## config.mk

```make
export PLATFORM = sky130hd
export DESIGN_NAME = nlms_div
export DESIGN_NICKNAME = d
export VERILOG_FILES = /design/src/hw/rtl/nlms_pkg.sv /design/src/hw/rtl/nlms_div.sv
export SDC_FILE = /design/constraint.sdc
export NUM_CORES = 1
export LEC_CHECK = 0
export ABC_AREA = 1
export BUFFER_PORTS_ARGS = -buffer_cell sky130_fd_sc_hd__buf_2
export CORE_UTILIZATION = 53
export DETAILED_ROUTE_END_ITERATION = 8
export GPL_TIMING_DRIVEN = 1
export PLACE_DENSITY = 0.74
export SYNTH_ARGS = -nofsm -noshare
export SYNTH_HDL_FRONTEND = slang
export SYNTH_SLANG_ARGS = --single-unit
export TNS_END_PERCENT = 5
```

## constraint.sdc

```tcl
create_clock -name clk -period 6.7 [get_ports clk]
set_input_delay 0.67 -clock clk [delete_from_list [all_inputs] [get_ports clk]]
set_output_delay 0.67 -clock clk [all_outputs]
set_load 0.01 [all_outputs]
```

## src/hw/rtl/nlms_pkg.sv

```systemverilog
// ----------------------------------------------------------------------------
// nlms_pkg
// Shared sizes, codes and types of the multichannel path identifier.
// ----------------------------------------------------------------------------
package nlms_pkg;

  localparam int TAPS     = 64;
  localparam int SPEAKERS = 4;
  localparam int MICS     = 4;
  localparam int NPORT    = 4;

  localparam int NHIST    = SPEAKERS * TAPS;
  localparam int NCOEF    = MICS * SPEAKERS * TAPS;
  localparam int TAP_W    = $clog2(TAPS);
  localparam int HADDR_W  = $clog2(NHIST);
  localparam int CADDR_W  = $clog2(NCOEF);
  localparam int SPK_W    = (SPEAKERS > 1) ? $clog2(SPEAKERS) : 1;
  localparam int MIC_W    = (MICS > 1) ? $clog2(MICS) : 1;

  localparam int SAMP_W   = 16;
  localparam int COEF_W   = 24;
  localparam int IDX_W    = 10;
  localparam int GAIN_W   = 32;
  localparam int STEP_W   = 32;
  localparam int FLOOR_W  = 31;
  localparam int CNT_W    = 3;
  localparam int CFG_W    = 32;
  localparam int DIVD_W   = STEP_W + 22;
  // power: floor plus TAPS squares of up to 2^30 each
  localparam int P_W      = 32 + $clog2(TAPS + 1);
  // prediction accumulator: 40 bit products over every speaker tap plus margin
  localparam int ACC_W    = SAMP_W + COEF_W + $clog2(NHIST) + 2;

  typedef enum logic [1:0] {
    KIND_SAMPLE = 2'd0,
    KIND_WRITE  = 2'd1,
    KIND_READ   = 2'd2,
    KIND_NONE   = 2'd3
  } kind_t;

  typedef enum logic [1:0] {
    REG_STEP     = 2'd0,
    REG_FLOOR    = 2'd1,
    REG_SPEAKERS = 2'd2,
    REG_MICS     = 2'd3
  } reg_index_t;

  typedef struct packed {
    logic              done;
    logic [GAIN_W-1:0] gain;
  } div_result_t;

endpackage

```

## src/hw/rtl/nlms_div.sv

```systemverilog
// ----------------------------------------------------------------------------
// nlms_div
// Restoring divider for the step gain, one quotient bit per cycle.
// ----------------------------------------------------------------------------
module nlms_div (
  input  logic                      clk,
  input  logic                      rst,
  input  logic                      start,
  input  logic [nlms_pkg::DIVD_W-1:0] dividend,
  input  logic [nlms_pkg::P_W-1:0]    divisor,
  output nlms_pkg::div_result_t     result
);
  import nlms_pkg::*;

  localparam int DC_W = $clog2(DIVD_W + 1);

  logic [P_W-1:0]    rem;
  logic [P_W-1:0]    dvs;
  logic [DIVD_W-1:0] quo;
  logic [DC_W-1:0]   cnt;
  logic              busy;
  logic              done;
  logic [P_W:0]      trial;
  logic              ge;

  // one restoring step
  always_comb begin
    trial = {rem, quo[DIVD_W-1]};
    ge    = (trial >= {1'b0, dvs});
  end

  always_ff @(posedge clk) begin
    if (rst) begin
      busy <= 1'b0;
      done <= 1'b0;
      cnt  <= '0;
    end else begin
      done <= 1'b0;
      if (start) begin
        busy <= 1'b1;
        rem  <= '0;
        dvs  <= divisor;
        quo  <= dividend;
        cnt  <= '0;
      end else if (busy) begin
        rem <= ge ? P_W'(trial - {1'b0, dvs}) : trial[P_W-1:0];
        quo <= {quo[DIVD_W-2:0], ge};
        if (cnt == DC_W'(DIVD_W - 1)) begin
          busy <= 1'b0;
          done <= 1'b1;
        end
        cnt <= cnt + 1'b1;
      end
    end
  end

  // saturate the quotient to the gain width
  assign result.done = done;
  assign result.gain = (|quo[DIVD_W-1:GAIN_W]) ? '1 : quo[GAIN_W-1:0];

endmodule

```

==> summary.md <==
| Metric | Value |
|---|---|
| Critical path endpoint | `rem[34]` |
| Fmax | `between 200 and 300 MHz` |
| Setup TNS Final | `0 ns` |
| P&R area growth vs syn | `15.6%` |
| Vias in the first global route | `7330` |
| # hold bufs at CTS | `0` |
| Setup Fix Bufs, Post-CTS | `0` |
| Hold Violations, Final | `0` |
| Nets@finish | `1531` |
| Biggest area consumer among synthesized cells | `edfxtp_1` |
| Ant. Diodes | `0` |
| Grt total ovfl | `0` |
| Pins over their slew limit | `0` |
| RSZ-0062 raised after global routing | `no` |
| Max Root-Sink Buffers | `2` |
| TritonCTS Buffers | `17` |
| Area share of the largest cell type after synthesis | `0.433` |
| Hold Crit Class | `in -> reg` |
| Clk root buf | `clkbuf_16` |
| Global-route total usage across every layer | `0.246` |
| Internal reg-to-reg setup slack | `3.30 ns` |
| Slew margin rel. | `0.324` |
| YS warnings | `0` |
| Seq/Total Area, Yosys | `0.450` |
| Die ar. | `17800 sq um` |
| Num rows | `47` |
| Worst setup path start | `rem[30]` |
| Initial cell density of the core | `0.548` |
| Period utilisation layout | `0.508` |
| Final min period | `approximately 3.4 ns` |
| Critical path endpoint category | `flip-flop` |
| Gpl congestion | `between 0.9 and 1` |
| Final ANT Viol Nets | `0` |
| H-tree depth | `4` |
| Worst-Margin Slew | `1.01 ns` |
| Routed via count | `about 7900` |
| Syn avg cell area | `7.21 sq um` |
| Mapped Cells | `between 1000 and 1500` |
| Leak pwr | `approximately 5.4 nW` |
| Cts repair resizes | `0` |
| Total Wirelength | `just over 20000 um` |
| PnR Total Power | `roughly 0.0027 W` |
| Share of cells above drive strength 1 | `0.119` |
| Clk slew on worst S/H paths | `roughly 0.06 ns` |
| Iteration-0 DRC count of the detailed router | `479` |
| Worst Path Arrival | `around 3.6 ns` |
| Startpoint types | `flip-flop` |
| Pin count of the biggest net entering global routing | `96` |
| Synthesized area | `just over 9000 sq um` |
| Largest cells by area after synthesis | `edfxtp_1 (43%), nand2_1 (21%), inv_1 (9.8%)` |
| Drc violations | `0` |
| Fill cell count | `1543` |
| Critical path required time | `between 6 and 7 ns` |
| Worst-path maximum fanout | `73` |
| Core area | `between 15000 and 20000 sq um` |
| Vias per std cell | `about 4.8` |
| Setup violations, final | `0` |
| P per Cell Area | `251 nW/um^2` |
| Die width | `133 um` |
| Max-Cap Viols | `0` |
| Clk sinks | `between 100 and 150` |
| Storage element area | `about 4100 sq um` |
| FF-to-FF path depth | `11` |
| Seq cells post-synth | `140` |
| Crit path kind | `reg -> reg` |
| Status | `completed` |
| I/O Buffers | `approximately 130` |
| CTS tree | `yes` |
| Io pins | `approximately 130` |
| Global-route wire length before repair | `34700 um` |
| R2R Path Start | `rem[30]` |
| DR WL/cell | `about 13 um` |
| Die Ht | `between 100 and 150 um` |
| VDD IR max | `0.000184 V` |
| Clk Latency, worst-skew pair | `between 0.4 and 0.5 ns` |
| DRT Pass-1 Iters | `7` |
| Multi-input gate area | `about 4000 sq um` |
| DPL Wire Length | `between 15000 and 20000 um` |
| Clk_skew | `~0.012 ns` |
| Worst r2r dst | `rem[34]` |
| Library cells used by synthesis | `31` |
| Mapped Nets | `1408` |
| Initial antenna violation count | `0` |
state kept, by name, indices dropped and copies added (netlist names):
signal and cells:
rem 39, busy 1, quo 54, cnt 6, done 1, dvs 39
placed cells by master, fill, tap and decap left out, drive strengths merged, types with 26 or more instances in the layout:
cell,count
nor2,137
inv,242
a21oi,26
edfxtp,132
ha,41
o21ai,43
nand3,34
buf,133
nand2,514
synthesized netlist by cell type, drive strengths merged:
master and count:
ha 41, nand2 514, nor2 137, nand3 34, buf 13, dfxtp 8
clkbuf 16, and2 1, xor2 2, nand3b 7, inv 239, o21ai 43
a211oi 1, nand4 7, nor3 10, fa 1, a21boi 2, or2 2
a21oi 26, edfxtp 132, nor4 8, xnor2 19, o21bai 4, nor3b 3
power breakdown:
group | switching, W | internal [W]
Combinational | 0.000421 | 0.000230
Clock | 0.000381 | 0.000550
Sequential | 0.0000285 | 0.00105
Total | 0.000831 | 0.00183
worst min-delay path by stage:
stage	endpoint	startpoint	cells after the start	slack [ns]
2_1_floorplan	done	cnt[5]	2	0.46
3_3_place_gp	cnt[4]	cnt[4]	2	0.49
3_5_place_dp	cnt[0]	cnt[0]	2	0.51
4_1_cts	dvs[6]	divisor[6]	1	0.41
5_1_grt	dvs[6]	divisor[6]	1	0.40
6_report	dvs[36]	divisor[36]	1	0.42
per-stage QoR:
step                worst slack (ns)  cell area, sq um  hold WS (ns)  utilization  instances
finish                          3.30             10600         0.416        0.634       1626
global route                    2.91             10600         0.398        0.634       1626
CTS                             3.24             10600         0.406        0.634       1626
detailed placement              3.13             10000         0.514        0.599       1594
global placement                3.18             10000         0.492        0.599       1594
floorplan                      0.262              9160         0.463            -       1270
area by class of cell:
cell class,count,share of cell area
Sequential cell,140,0.390
Multi-Input combinational cell,862,0.380
Inverter,239,0.0848
Timing Repair Buffer,133,0.0653
Clock buffer,19,0.0409
Tap cell,220,0.0260
Clock inverter,13,0.0132
cells by family after synthesis:
| family | after synthesis | share of synthesized area |
|---|---|---|
| simple gates | 723 | 0.314 |
| buf+inv | 268 | 0.113 |
| flops | 140 | 0.450 |
| compound gates | 76 | 0.0439 |
| fa+ha+maj | 42 | 0.0582 |
| xor+xnor | 21 | 0.0201 |
worst max-delay path, cell delays in order, from the launching register on:
cell and delay [ns]:
edfxtp_1 0.41, ha_1 0.37, nand2_1 0.19, inv_1 0.06
a21oi_1 0.21, nand2_1 0.13, a21oi_2 0.18, nand4_4 0.79
nand2_1 0.59, nand2_1 0.11, nand2_1 0.08, inv_1 0.04
metal layers:
| metal | GRT usage | part of all wire | wire (um) |
|---|---|---|---|
| met2 | 0.416 | 0.47 | 9750 |
| met3 | 0.0567 | 0.066 | 1360 |
| met4 | 0.0524 | 0.010 | 212 |
| met5 | 0 | 0 | 0 |
| met1 | 0.321 | 0.45 | 9400 |
No activity file was read; power rests on OpenSTA's default activity.
